`config.mk`:
```
export PLATFORM = sky130hd
export DESIGN_NAME = memory_pressure_level_tracker
export DESIGN_NICKNAME = d
export VERILOG_FILES = /design/src/mplt_pkg.sv /design/src/mplt_growth.sv /design/src/memory_pressure_level_tracker.sv
export SDC_FILE = /design/constraint.sdc
export NUM_CORES = 2
export LEC_CHECK = 0
export BUFFER_PORTS_ARGS = -buffer_cell sky130_fd_sc_hd__buf_2
export CORE_MARGIN = 2
export CORE_UTILIZATION = 25
export CTS_CLUSTER_SIZE = 16
export DETAILED_ROUTE_END_ITERATION = 16
export HOLD_SLACK_MARGIN = 0.15
export PLACE_DENSITY = 0.39
export RECOVER_POWER = 100
export SLEW_MARGIN = 20
export SYNTH_ARGS = -nofsm -noshare
export SYNTH_HDL_FRONTEND = slang
export SYNTH_HIERARCHICAL = 1
export SYNTH_SLANG_ARGS = --single-unit
```
`constraint.sdc`:
```
create_clock -name i_clk -period 31.2 [get_ports i_clk]
set_input_delay 4.68 -clock i_clk [delete_from_list [all_inputs] [get_ports i_clk]]
set_output_delay 4.68 -clock i_clk [all_outputs]
set_load 0.01 [all_outputs]
```
`src/mplt_pkg.sv`:
```
package mplt_pkg;

    // Default structure of the growth history.
    localparam int RING_DEPTH_DEF     = 10;
    localparam int SUBSAMPLE_DEF      = 6;

    localparam int KB_W               = 32;
    localparam int GROWTH_W           = 33;

    // A stored sample is kept as its quotient and remainder by three, so that
    // the mean of three samples needs only adds and a tiny carry table.
    localparam int Q_W                = 31;
    localparam logic [KB_W-1:0] RECIP3 = 32'hAAAA_AAAB;

    typedef struct packed {
        logic [Q_W-1:0] quot;
        logic [1:0]     rem;
    } t_entry;

    // Remainder by three: radix-4 digits are each congruent to themselves
    // mod 3, so the digit sum is folded down until it is below three.
    function automatic logic [1:0] mod3(input logic [KB_W-1:0] v);
        logic [2:0] pair [8];
        logic [5:0] s1;
        logic [3:0] s2;
        logic [2:0] s3;
        for (int i = 0; i < 8; i++) begin
            pair[i] = 3'(v[4*i +: 2]) + 3'(v[4*i+2 +: 2]);
        end
        s1 = '0;
        for (int i = 0; i < 8; i++) begin
            s1 = s1 + 6'(pair[i]);
        end
        s2 = 4'(s1[1:0]) + 4'(s1[3:2]) + 4'(s1[5:4]);
        s3 = 3'(s2[1:0]) + 3'(s2[3:2]);
        return (s3 >= 3'd3) ? 2'(s3 - 3'd3) : s3[1:0];
    endfunction

endpackage

```
`src/mplt_growth.sv`:
```
module mplt_growth #(
    parameter int RING_DEPTH = mplt_pkg::RING_DEPTH_DEF
) (
    input  logic                                i_clk,
    input  logic                                i_rst_n,
    input  logic                                i_store,
    input  mplt_pkg::t_entry                    i_entry,
    output logic signed [mplt_pkg::GROWTH_W-1:0] o_growth
);

    localparam int FILL_W = $clog2(RING_DEPTH + 1);
    localparam int MEAN_W = mplt_pkg::Q_W + 2;

    // Shift line of subsampled RSS values, newest at tap zero.
    mplt_pkg::t_entry r_line [RING_DEPTH];
    logic [FILL_W-1:0]                    r_fill;
    logic signed [mplt_pkg::GROWTH_W-1:0] r_growth;

    logic [MEAN_W-1:0]                    new_mean;
    logic [MEAN_W-1:0]                    old_mean;
    logic signed [mplt_pkg::GROWTH_W-1:0] n_growth;
    logic                                 full_next;

    function automatic logic [MEAN_W-1:0] mean3(input mplt_pkg::t_entry a,
                                                input mplt_pkg::t_entry b,
                                                input mplt_pkg::t_entry c);
        logic [MEAN_W-1:0] qs;
        logic [2:0]        rs;
        logic [1:0]        carry;
        qs = MEAN_W'(a.quot) + MEAN_W'(b.quot) + MEAN_W'(c.quot);
        rs = 3'(a.rem) + 3'(b.rem) + 3'(c.rem);
        if (rs >= 3'd6) begin
            carry = 2'd2;
        end else if (rs >= 3'd3) begin
            carry = 2'd1;
        end else begin
            carry = 2'd0;
        end
        return qs + MEAN_W'(carry);
    endfunction

    // Means are taken over the line as it will stand after this store.
    always_comb begin
        new_mean  = mean3(i_entry, r_line[0], r_line[1]);
        old_mean  = mean3(r_line[RING_DEPTH-2], r_line[RING_DEPTH-3],
                          r_line[RING_DEPTH-4]);
        n_growth  = $signed(mplt_pkg::GROWTH_W'(new_mean))
                  - $signed(mplt_pkg::GROWTH_W'(old_mean));
        full_next = (r_fill >= FILL_W'(RING_DEPTH - 1));
    end

    always_ff @(posedge i_clk) begin
        if (i_store) begin
            r_line[0] <= i_entry;
            for (int i = 1; i < RING_DEPTH; i++) begin
                r_line[i] <= r_line[i-1];
            end
        end
    end

    always_ff @(posedge i_clk) begin
        if (!i_rst_n) begin
            r_fill   <= '0;
            r_growth <= '0;
        end else if (i_store) begin
            if (r_fill < FILL_W'(RING_DEPTH)) begin
                r_fill <= r_fill + FILL_W'(1);
            end
            r_growth <= full_next ? n_growth : '0;
        end
    end

    assign o_growth = r_growth;

endmodule

```
`src/memory_pressure_level_tracker.sv`:
```
// Memory pressure level tracker.
//
// Each transfer on the slave stream is one monitor tick carrying the resident,
// virtual and available memory sizes in kB. Each tick produces exactly one
// transfer on the master stream with the pressure level after that tick, an
// alert flag, the alert cause and the smoothed RSS growth.
//
// The block is a three-register pipeline (input, conditioned flags, result)
// and takes one transfer per cycle unless the receiver stalls. Threshold
// compares settle in the first stage; level, alert and the ring update per
// tick all settle in the last stage, so ticks may follow back to back.
//
// When the receiver stalls, the result register holds and the pipeline fills;
// slave tready drops only once all three registers are occupied, and nothing
// is lost. Thresholds are written through the configuration channel, which is
// always ready; writes should only be made while no tick is in flight.
//
// Reset returns all thresholds to their defaults, the level to none, the
// alert gap counters to ready and empties the growth history. No clearing
// pass is needed: growth reads as zero until the history is full.
module memory_pressure_level_tracker #(
    parameter int RING_DEPTH      = mplt_pkg::RING_DEPTH_DEF,
    parameter int SUBSAMPLE_RATIO = mplt_pkg::SUBSAMPLE_DEF
) (
    input  logic        i_clk,
    input  logic        i_rst_n,

    input  logic        i_cfg_valid,
    output logic        o_cfg_ready,
    input  logic [2:0]  i_cfg_index,
    input  logic [31:0] i_cfg_data,

    input  logic        s_axis_tvalid,
    output logic        s_axis_tready,
    // [31:0] rss_kb, [63:32] vsize_kb, [95:64] avail_kb
    input  logic [95:0] s_axis_tdata,

    output logic        m_axis_tvalid,
    input  logic        m_axis_tready,
    // [1:0] level, [2] alert, [5:3] cause, [38:6] growth, [39] zero
    output logic [39:0] m_axis_tdata
);

    localparam int KB_W     = mplt_pkg::KB_W;
    localparam int SCALE_W  = KB_W + 4;
    localparam int GAP_W    = 16;
    localparam int CNT_W    = (SUBSAMPLE_RATIO > 1) ? $clog2(SUBSAMPLE_RATIO) : 1;
    localparam logic [CNT_W-1:0] CNT_LAST = CNT_W'(SUBSAMPLE_RATIO - 1);

    localparam logic [1:0] LVL_NONE     = 2'd0;
    localparam logic [1:0] LVL_ELEVATED = 2'd1;
    localparam logic [1:0] LVL_WARNING  = 2'd2;
    localparam logic [1:0] LVL_CRITICAL = 2'd3;

    localparam logic [2:0] CAUSE_RSS_CRIT   = 3'd0;
    localparam logic [2:0] CAUSE_RSS_WARN   = 3'd1;
    localparam logic [2:0] CAUSE_AVAIL_CRIT = 3'd2;
    localparam logic [2:0] CAUSE_AVAIL_WARN = 3'd3;
    localparam logic [2:0] CAUSE_GROWTH     = 3'd4;
    localparam logic [2:0] CAUSE_HELD       = 3'd5;

    localparam logic [2:0] REG_WARN_RSS       = 3'd0;
    localparam logic [2:0] REG_CRITICAL_RSS   = 3'd1;
    localparam logic [2:0] REG_WARN_AVAIL     = 3'd2;
    localparam logic [2:0] REG_CRITICAL_AVAIL = 3'd3;
    localparam logic [2:0] REG_GROWTH_LIMIT   = 3'd4;
    localparam logic [2:0] REG_ALERT_GAP      = 3'd5;

    localparam logic [GAP_W-1:0] TICKS_MAX = '1;

    // Threshold comparisons do not depend on the level, so they are resolved
    // one stage ahead of the level logic.
    typedef struct packed {
        logic no_data;
        logic rss_crit;
        logic rss_warn;
        logic rss_crit_hold;
        logic rss_warn_hold;
        logic rss_near;
        logic av_crit;
        logic av_warn;
        logic av_crit_hold;
        logic av_warn_hold;
        logic av_low;
    } t_flags;

    // Configuration registers.
    logic [KB_W-1:0]  r_warn_rss;
    logic [KB_W-1:0]  r_crit_rss;
    logic [KB_W-1:0]  r_warn_av;
    logic [KB_W-1:0]  r_crit_av;
    logic [KB_W-1:0]  r_growth_limit;
    logic [GAP_W-1:0] r_alert_gap;

    // Pipeline registers.
    logic             r_in_valid;
    logic [KB_W-1:0]  r_in_rss;
    logic [KB_W-1:0]  r_in_vsz;
    logic [KB_W-1:0]  r_in_avail;

    logic             r_mid_valid;
    t_flags           r_mid_flags;
    mplt_pkg::t_entry r_mid_entry;

    logic             r_out_valid;
    logic [1:0]       r_out_level;
    logic             r_out_alert;
    logic [2:0]       r_out_cause;
    logic signed [mplt_pkg::GROWTH_W-1:0] r_out_growth;

    // Tracker state.
    logic [1:0]       r_level;
    logic [CNT_W-1:0] r_sub;
    logic [GAP_W-1:0] r_ticks [3];

    logic             en_out;
    logic             en_mid;
    logic             en_in;
    logic             tick_done;
    logic             store;

    t_flags           n_flags;
    mplt_pkg::t_entry n_entry;
    logic [2*KB_W-1:0] prod3;
    logic [SCALE_W-1:0] rss_x10p9;
    logic [SCALE_W-1:0] av_x10;
    logic [SCALE_W-1:0] crit_rss_x9;
    logic [SCALE_W-1:0] warn_rss_x9;
    logic [SCALE_W-1:0] crit_av_x11;
    logic [SCALE_W-1:0] warn_av_x11;
    logic               av_known;

    logic signed [mplt_pkg::GROWTH_W-1:0] growth;
    logic [1:0]       rss_lvl;
    logic [1:0]       av_lvl;
    logic [1:0]       lvl;
    logic [1:0]       n_level;
    logic [1:0]       sel;
    logic             grow_hi;
    logic             fire;
    logic [2:0]       n_cause;
    logic [GAP_W-1:0] ticks_inc [3];
    logic [GAP_W-1:0] n_ticks   [3];

    // A slot frees when its content moves on, so a full pipeline still takes
    // a new transfer in the same cycle that the receiver takes a result.
    assign en_out    = !r_out_valid || m_axis_tready;
    assign en_mid    = !r_mid_valid || en_out;
    assign en_in     = !r_in_valid || en_mid;
    assign tick_done = r_mid_valid && en_out;
    assign store     = tick_done && (r_sub == CNT_LAST);

    assign s_axis_tready = en_in;
    assign o_cfg_ready   = 1'b1;

    always_ff @(posedge i_clk) begin
        if (!i_rst_n) begin
            r_warn_rss     <= KB_W'(30720);
            r_crit_rss     <= KB_W'(40960);
            r_warn_av      <= KB_W'(15360);
            r_crit_av      <= KB_W'(8192);
            r_growth_limit <= KB_W'(1024);
            r_alert_gap    <= GAP_W'(60);
        end else if (i_cfg_valid) begin
            case (i_cfg_index)
                REG_WARN_RSS:       r_warn_rss     <= i_cfg_data;
                REG_CRITICAL_RSS:   r_crit_rss     <= i_cfg_data;
                REG_WARN_AVAIL:     r_warn_av      <= i_cfg_data;
                REG_CRITICAL_AVAIL: r_crit_av      <= i_cfg_data;
                REG_GROWTH_LIMIT:   r_growth_limit <= i_cfg_data;
                REG_ALERT_GAP:      r_alert_gap    <= i_cfg_data[GAP_W-1:0];
                default: begin
                end
            endcase
        end
    end

    // First stage: threshold compares and the divide-by-three of RSS. The
    // hysteresis tests avoid dividing by 100: for integer x,
    // x >= floor(0.9 t) is 10x + 9 >= 9t, and x <= floor(1.1 t) is 10x <= 11t.
    always_comb begin
        prod3      = {{KB_W{1'b0}}, r_in_rss} * {{KB_W{1'b0}}, mplt_pkg::RECIP3};
        n_entry.quot = prod3[2*KB_W-1 -: mplt_pkg::Q_W];
        n_entry.rem  = mplt_pkg::mod3(r_in_rss);

        rss_x10p9   = (SCALE_W'(r_in_rss) << 3) + (SCALE_W'(r_in_rss) << 1)
                    + SCALE_W'(9);
        av_x10      = (SCALE_W'(r_in_avail) << 3) + (SCALE_W'(r_in_avail) << 1);
        crit_rss_x9 = (SCALE_W'(r_crit_rss) << 3) + SCALE_W'(r_crit_rss);
        warn_rss_x9 = (SCALE_W'(r_warn_rss) << 3) + SCALE_W'(r_warn_rss);
        crit_av_x11 = (SCALE_W'(r_crit_av) << 3) + (SCALE_W'(r_crit_av) << 1)
                    + SCALE_W'(r_crit_av);
        warn_av_x11 = (SCALE_W'(r_warn_av) << 3) + (SCALE_W'(r_warn_av) << 1)
                    + SCALE_W'(r_warn_av);
        av_known    = (r_in_avail != '0);

        n_flags.no_data       = (r_in_rss == '0) && (r_in_vsz == '0);
        n_flags.rss_crit      = (r_in_rss >= r_crit_rss);
        n_flags.rss_warn      = (r_in_rss >= r_warn_rss);
        n_flags.rss_crit_hold = (rss_x10p9 >= crit_rss_x9);
        n_flags.rss_warn_hold = (rss_x10p9 >= warn_rss_x9);
        n_flags.rss_near      = (r_in_rss >= (r_warn_rss >> 1));
        n_flags.av_crit       = av_known && (r_in_avail <= r_crit_av);
        n_flags.av_warn       = av_known && (r_in_avail <= r_warn_av);
        n_flags.av_crit_hold  = av_known && (av_x10 <= crit_av_x11);
        n_flags.av_warn_hold  = av_known && (av_x10 <= warn_av_x11);
        n_flags.av_low        = av_known
                              && ((KB_W + 1)'(r_in_avail) <= {r_warn_av, 1'b0});
    end

    // Second stage: level with hysteresis, rate-limited alert and cause.
    always_comb begin
        if (r_mid_flags.rss_crit) begin
            rss_lvl = LVL_CRITICAL;
        end else if (r_level == LVL_CRITICAL && r_mid_flags.rss_crit_hold) begin
            rss_lvl = LVL_CRITICAL;
        end else if (r_mid_flags.rss_warn) begin
            rss_lvl = LVL_WARNING;
        end else if (r_level >= LVL_WARNING && r_mid_flags.rss_warn_hold) begin
            rss_lvl = LVL_WARNING;
        end else begin
            rss_lvl = LVL_NONE;
        end

        if (r_mid_flags.av_crit) begin
            av_lvl = LVL_CRITICAL;
        end else if (r_level == LVL_CRITICAL && r_mid_flags.av_crit_hold) begin
            av_lvl = LVL_CRITICAL;
        end else if (r_mid_flags.av_warn) begin
            av_lvl = LVL_WARNING;
        end else if (r_level >= LVL_WARNING && r_mid_flags.av_warn_hold) begin
            av_lvl = LVL_WARNING;
        end else begin
            av_lvl = LVL_NONE;
        end

        lvl     = (av_lvl > rss_lvl) ? av_lvl : rss_lvl;
        grow_hi = (growth > $signed(mplt_pkg::GROWTH_W'(r_growth_limit)));
        if ((r_mid_flags.rss_near || r_mid_flags.av_low) && grow_hi
                && lvl == LVL_NONE) begin
            lvl = LVL_ELEVATED;
        end

        // Every gap counter ages by one tick before the alert test.
        for (int k = 0; k < 3; k++) begin
            ticks_inc[k] = (r_ticks[k] == TICKS_MAX) ? r_ticks[k]
                                                     : r_ticks[k] + GAP_W'(1);
        end

        sel  = lvl - 2'd1;
        fire = 1'b0;
        for (int k = 0; k < 3; k++) begin
            if (!r_mid_flags.no_data && lvl != LVL_NONE && sel == 2'(k)
                    && ticks_inc[k] >= r_alert_gap) begin
                fire = 1'b1;
            end
        end
        for (int k = 0; k < 3; k++) begin
            n_ticks[k] = (fire && sel == 2'(k)) ? '0 : ticks_inc[k];
        end

        // A tick with no data keeps the previous level and never alerts.
        n_level = r_mid_flags.no_data ? r_level : lvl;

        if (!fire) begin
            n_cause = CAUSE_RSS_CRIT;
        end else if (r_mid_flags.rss_crit) begin
            n_cause = CAUSE_RSS_CRIT;
        end else if (r_mid_flags.rss_warn) begin
            n_cause = CAUSE_RSS_WARN;
        end else if (r_mid_flags.av_crit) begin
            n_cause = CAUSE_AVAIL_CRIT;
        end else if (r_mid_flags.av_warn) begin
            n_cause = CAUSE_AVAIL_WARN;
        end else if (grow_hi) begin
            n_cause = CAUSE_GROWTH;
        end else begin
            n_cause = CAUSE_HELD;
        end
    end

    // Growth reflects the history before this tick's sample is stored.
    mplt_growth #(
        .RING_DEPTH (RING_DEPTH)
    ) u_growth (
        .i_clk    (i_clk),
        .i_rst_n  (i_rst_n),
        .i_store  (store),
        .i_entry  (r_mid_entry),
        .o_growth (growth)
    );

    always_ff @(posedge i_clk) begin
        if (!i_rst_n) begin
            r_in_valid  <= 1'b0;
            r_mid_valid <= 1'b0;
            r_out_valid <= 1'b0;
            r_level     <= LVL_NONE;
            r_sub       <= '0;
            for (int k = 0; k < 3; k++) begin
                r_ticks[k] <= TICKS_MAX;
            end
        end else begin
            if (en_in) begin
                r_in_valid <= s_axis_tvalid;
            end
            if (en_mid) begin
                r_mid_valid <= r_in_valid;
            end
            if (en_out) begin
                r_out_valid <= r_mid_valid;
            end
            if (tick_done) begin
                r_level <= n_level;
                r_sub   <= (r_sub == CNT_LAST) ? '0 : r_sub + CNT_W'(1);
                for (int k = 0; k < 3; k++) begin
                    r_ticks[k] <= n_ticks[k];
                end
            end
        end
    end

    always_ff @(posedge i_clk) begin
        if (en_in) begin
            r_in_rss   <= s_axis_tdata[31:0];
            r_in_vsz   <= s_axis_tdata[63:32];
            r_in_avail <= s_axis_tdata[95:64];
        end
        if (en_mid) begin
            r_mid_flags <= n_flags;
            r_mid_entry <= n_entry;
        end
        if (tick_done) begin
            r_out_level  <= n_level;
            r_out_alert  <= fire;
            r_out_cause  <= n_cause;
            r_out_growth <= growth;
        end
    end

    assign m_axis_tvalid = r_out_valid;
    assign m_axis_tdata  = {1'b0, r_out_growth, r_out_cause, r_out_alert, r_out_level};

endmodule
```
# == After elaboration in Yosys (flattened, before gate mapping) ==
# Memories as Yosys holds them, arrays and structs flattened.
# Cells that the tools add are included.
# classes
n_mux,40
n_addsub,45
multipliers,1
reduce_logical,49
magnitude_cmp,23
bitwise,4
n_eq_ne,12
# op_table
op,count
adder 35 x 33 -> 36 bit,4
two-way mux 16 bit,9
adder 35 x 32 -> 36 bit,2
adder 36 x 32 -> 36 bit,2
greater-or-equal comparator 36 bit,2
<= comparator 36 bit,2
adder 33 x 2 -> 33 bit,2
adder 33 x 31 -> 33 bit,2
adder 31 x 31 -> 32 bit,2
greater-or-equal comparator 32 bit,2
<= comparator 32 bit,2
logical NOT 32 bit,2
"multiplier 32 x 32 -> 64 bit, second input constant",1
"adder 16 x 1 -> 16 bit, second input constant",3
"equality test 16 bit, second input constant",3
greater-or-equal comparator 16 bit,3
adder 2 x 2 -> 3 bit,12
"adder 36 x 4 -> 36 bit, second input constant",1
greater-than comparator 33 bit,1
<= comparator 32 x 33 -> 1 bit,1
two-way mux 33 bit,1
subtractor 33 bit,1
greater-or-equal comparator 32 x 31 -> 1 bit,1
two-way mux 2 bit,16
36 further kinds,97
# totals
output_inout_bits,43
memories,2
elab_cells,211
in_bits,136
ff_bits,400
ram_bits,378
# memory_table
memory,words,word_bits,rd,rd_clocked_by_memory_dff,wr,line_no,rtl
u_growth.r_line,10,33,9,0,10,mplt_growth.sv:15,mplt_pkg::t_entry r_line [RING_DEPTH];
r_ticks,3,16,3,0,3,memory_pressure_level_tracker.sv:114,logic [GAP_W-1:0] r_ticks [3];

# == Depth between registers and ports, before layout ==
# depth
depth_word,21
depth_mapped,28
depth_no_buf,28

# == Modules after synthesis ==
# The synthesis kept the hierarchy.
# modules_own_cells
mod,seq_area_each_um2,n_inst,cells_each,area_each_um2
memory_pressure_level_tracker,10500.1,1,5434,50981.4
mplt_growth,9659.3,1,1202,16529.6

# == Least setup slack after synthesis ==
# OpenSTA, ideal clock, no wires.
# synth_timing
path_type,input port to flip-flop
startpoint,in m_axis_tready
endpoint,reg u_growth.r_growth (netlist bit u_growth/o_growth[27])
required_time_ns,31.138
path_buffers,1
t_arrival_ns,29.048
stages,10
setup_slack_ns,2.090
setup_time_ns,0.062
cell_sequence,nor2b_1 > nand2b_1 > inv_1 > nand2_1 > nor3b_1 > clkbuf_1 > and3_1 > nand2_1 > or4_1 > nand3_1
# synth_via
elab_chain_cells,3
# synth_rtl
element,line_no,rtl
"start, declared",memory_pressure_level_tracker.sv:39,"input logic m_axis_tready,"
logical OR 1 bit,memory_pressure_level_tracker.sv:147,assign en_out = !r_out_valid || m_axis_tready;
logical AND 1 bit,memory_pressure_level_tracker.sv:150,assign tick_done = r_mid_valid && en_out;
named net tick_done,memory_pressure_level_tracker.sv:119,logic tick_done;
logical AND 1 bit,memory_pressure_level_tracker.sv:151,assign store = tick_done && (r_sub == CNT_LAST);
named net store,memory_pressure_level_tracker.sv:120,logic store;
"end signal, assigned",mplt_growth.sv:69,r_growth <= full_next ? n_growth : '0;
"end, declared",mplt_growth.sv:17,logic signed [mplt_pkg::GROWTH_W-1:0] r_growth;
# The timed path passes the listed nets, and every way through them passes these cells.
# A chain may end at the register's enable or synchronous reset.

==> impl_metrics.yaml <==
run_status:
  status: "finished, violations left"
  violations: "capacitance limit, slew limit"
clock_tree:
  cts_tree: "yes"
  cts_made_buffers: 91
  clock_latency_ns: 0.72
  clkTransAtPathRegs_ns: 0.06
  clock_sinks: 745
  cts.repair.resized: 0
  ctsLongestPathBuffers: 3
  hold_buffers: 0
  clock-root-buffer: "clkbuf_16"
  post-cts-setup-buffer-count: 0
  htree_levels: 3
final_layout:
  drive_above_1_share_pct: 5.30
  nets: 8626
  synthToLayoutAreaGrowth_pct: 12.7
timing:
  period_minus_slack_ns: 16.71
  finalHoldViolations: 0
  setup_tns_ns: 0
  skew_ns: 0.0497
  post-route-period-util_pct: 53.5
  relSlewSlack_pct: -471
  slew_viol_final: 795
  rsz0062_at_grt: "no"
  clock.fmax_mhz: 59.9
  tightestPinTransition_ns: 8.56
  finalSetupViolations: 0
worst_setup_path:
  startpoint_type: "primary input"
  worstPathArrival_ns: 16.93
  crit_type: "in -> reg"
  end_kind: "register"
  crit_required_ns: 31.43
  path_max_fanout: 157
yosys:
  ys_warn_count: 6
  ys_seq_elements: 745
  synthSimpleGateAreaFrac_pct: 9.33
  yosysSeqAreaShare_pct: 29.9
  synthTopCellsByCount: "1201 x inv_1, 1043 x ha_1, 580 x fa_1"
  synth_top_family_by_area: "adder cells"
  netlist_area_sq_um: 67500
  synth_compound_area_share_pct: 13.0
  synth_largest_area_cell: "edfxtp_1"
  syn_area_per_cell_sq_um: 10.2
  synth_cells: 6636
  synthDistinctLibCells: 89
  yosysMostFrequentCell: "inv_1"
  synth_fa_ha_area_share_pct: 36.5
  synth_edf_count: 524
  synth_top_area_share_pct: 23.3
  synthArstFlopShare_pct: 0
  synth_xor_area_share_pct: 3.81
  synth_nets: 8395
  synth.area.mux_share_pct: 0.182
  synth_ff_type: "edfxtp_1"
  synth_area_leaders: "edfxtp_1 23%, ha_1 19%, fa_1 17%"
grt:
  grtUsageMet3_pct: 1.95
  top_usage_layer: "met2"
  grt_overflow: 0
  grt_pass1_vias: 48763
  grt.total_usage_pct: 15.6
  grt_max_degree: 158
  antenna_found_initial: 21
  grt_pass1_wl_mm: 321
  use_met2_pct: 24.0
  gr-usage-met1_pct: 23.3
route:
  postRouteAntennaNets: 0
  vias_per_cell: 4.51
  drc_errors: 0
  vias: 47365
  dr.pass1.iters: 5
  drt_iter0_markers: 3013
  wl_per_cell_um: 20.3
  totalWireLength_mm: 213
placed_design:
  place.gp.congestion: 0.887
  io_buffers: 176
  dp_hpwl_mm: 173
floorplan:
  die_x_um: 524
  die-area_sq_um: 274000
  placementRows: 190
  initial_core_util_pct: 25.2
  core_sq_um: 268000
  die_y_um: 524
  ios: 179
run:
  max-cap-violations: 12
hold_path:
  hold_class: "reg -> reg"
## placed cells by master (no fill, tap or decap), types with 37 or more instances in the layout
cell and n:
ha_1 1043, o21bai_1 38, edfxtp_1 524, clkbuf_1 75
nor3_1 59, o21ai_0 247, fa_1 580, clkbuf_16 92
nand4_1 97, nand2b_1 72, o21a_1 54, a21oi_1 331
and3_1 38, nor2b_1 60, nor2_1 194, nand2_1 564
xnor2_1 168, a21o_1 230, dfxtp_1 221, buf_4 43
nand3_1 93, a21boi_0 173, xor2_1 126, buf_2 121
inv_1 1200, and2_1 37
## worst paths after layout
path,to,slack (ns),cells past startpoint,startpoint
hold reg to reg,u_growth/r_line[3][16]$_DFFE_PP_,0.41,0,u_growth/r_line[2][16]$_DFFE_PP_
setup / recovery,u_growth/r_line[1][10]$_DFFE_PP_,14.49,9,m_axis_tready
hold / removal,u_growth/r_line[3][16]$_DFFE_PP_,0.41,0,u_growth/r_line[2][16]$_DFFE_PP_
setup reg to reg,u_growth/r_line[1][10]$_DFFE_PP_,18.14,8,m_axis_tvalid$_SDFFE_PN0N_
## cell type report
class / count / area (sq um)
Sequential cell: 745 / 20200
Inverter: 1202 / 4510
Clock buffer: 106 / 2430
Timing Repair Buffer: 234 / 1200
Clock inverter: 63 / 822
Multi-Input combinational cell: 4593 / 42500
Antenna cell: 2 / 5.00
Fill cell: 28183 / 192000
Tap cell: 3552 / 4440
## worst max-delay path, stage by stage
cell and delay (ns):
buf_2 0.08, nor2b_1 0.18, nand2b_1 0.32, clkinv_1 0.08, clkbuf_1 1.62, nand2_1 0.40
nor3b_1 0.30, clkbuf_1 5.84, clkbuf_1 3.23
## metal layers
metal	vias up	wire length (um)
li1	23106	-
met1	23237	109000
met2	844	92000
met3	178	8350
met4	0	3920
met5	-	0
## cell families (layout without fill, tap and decap cells)
group | after synthesis | in the layout
fa+ha+maj | 1623 | 1623
compound gates | 1334 | 1334
simple gates | 1328 | 1328
buf+inv | 1298 | 1605
flops | 745 | 745
xor+xnor | 294 | 294
mux | 12 | 12
other cells | 2 | 4
## flip-flops by register name (all words and copies together) (netlist names), 4 cells and up
name               cells
u_growth/o_growth     33
r_growth_limit        32
r_mid_flags           11
u_growth/r_fill        4
r_mid_entry           33
r_ticks               48
u_growth/r_line      297
r_in_rss              32
r_alert_gap           16
r_warn_rss            32
r_in_avail            32
r_crit_av             32
r_in_vsz              32
r_out_growth          33
r_crit_rss            32
r_warn_av             32
## metrics by stage
| stage | hold slack, ns | utilization (%) | std cells | setup slack, ns | instance area [sq um] |
|---|---|---|---|---|---|
| after global routing | 0.417 | 28.3 | 10496 | 12.86 | 76100 |
| final | 0.406 | 28.3 | 10497 | 14.49 | 76100 |
| after global placement | 0.400 | 27.2 | 10325 | 20.16 | 72900 |
| after detailed placement | 0.405 | 27.2 | 10326 | 20.14 | 73000 |
| after floorplan | 0.400 | - | 6636 | 2.09 | 67500 |
| after CTS | 0.405 | 28.4 | 10495 | 20.12 | 76200 |
Power is not shown: default switching activity piles up to over one toggle a cycle in this logic, so the estimate is an artifact.
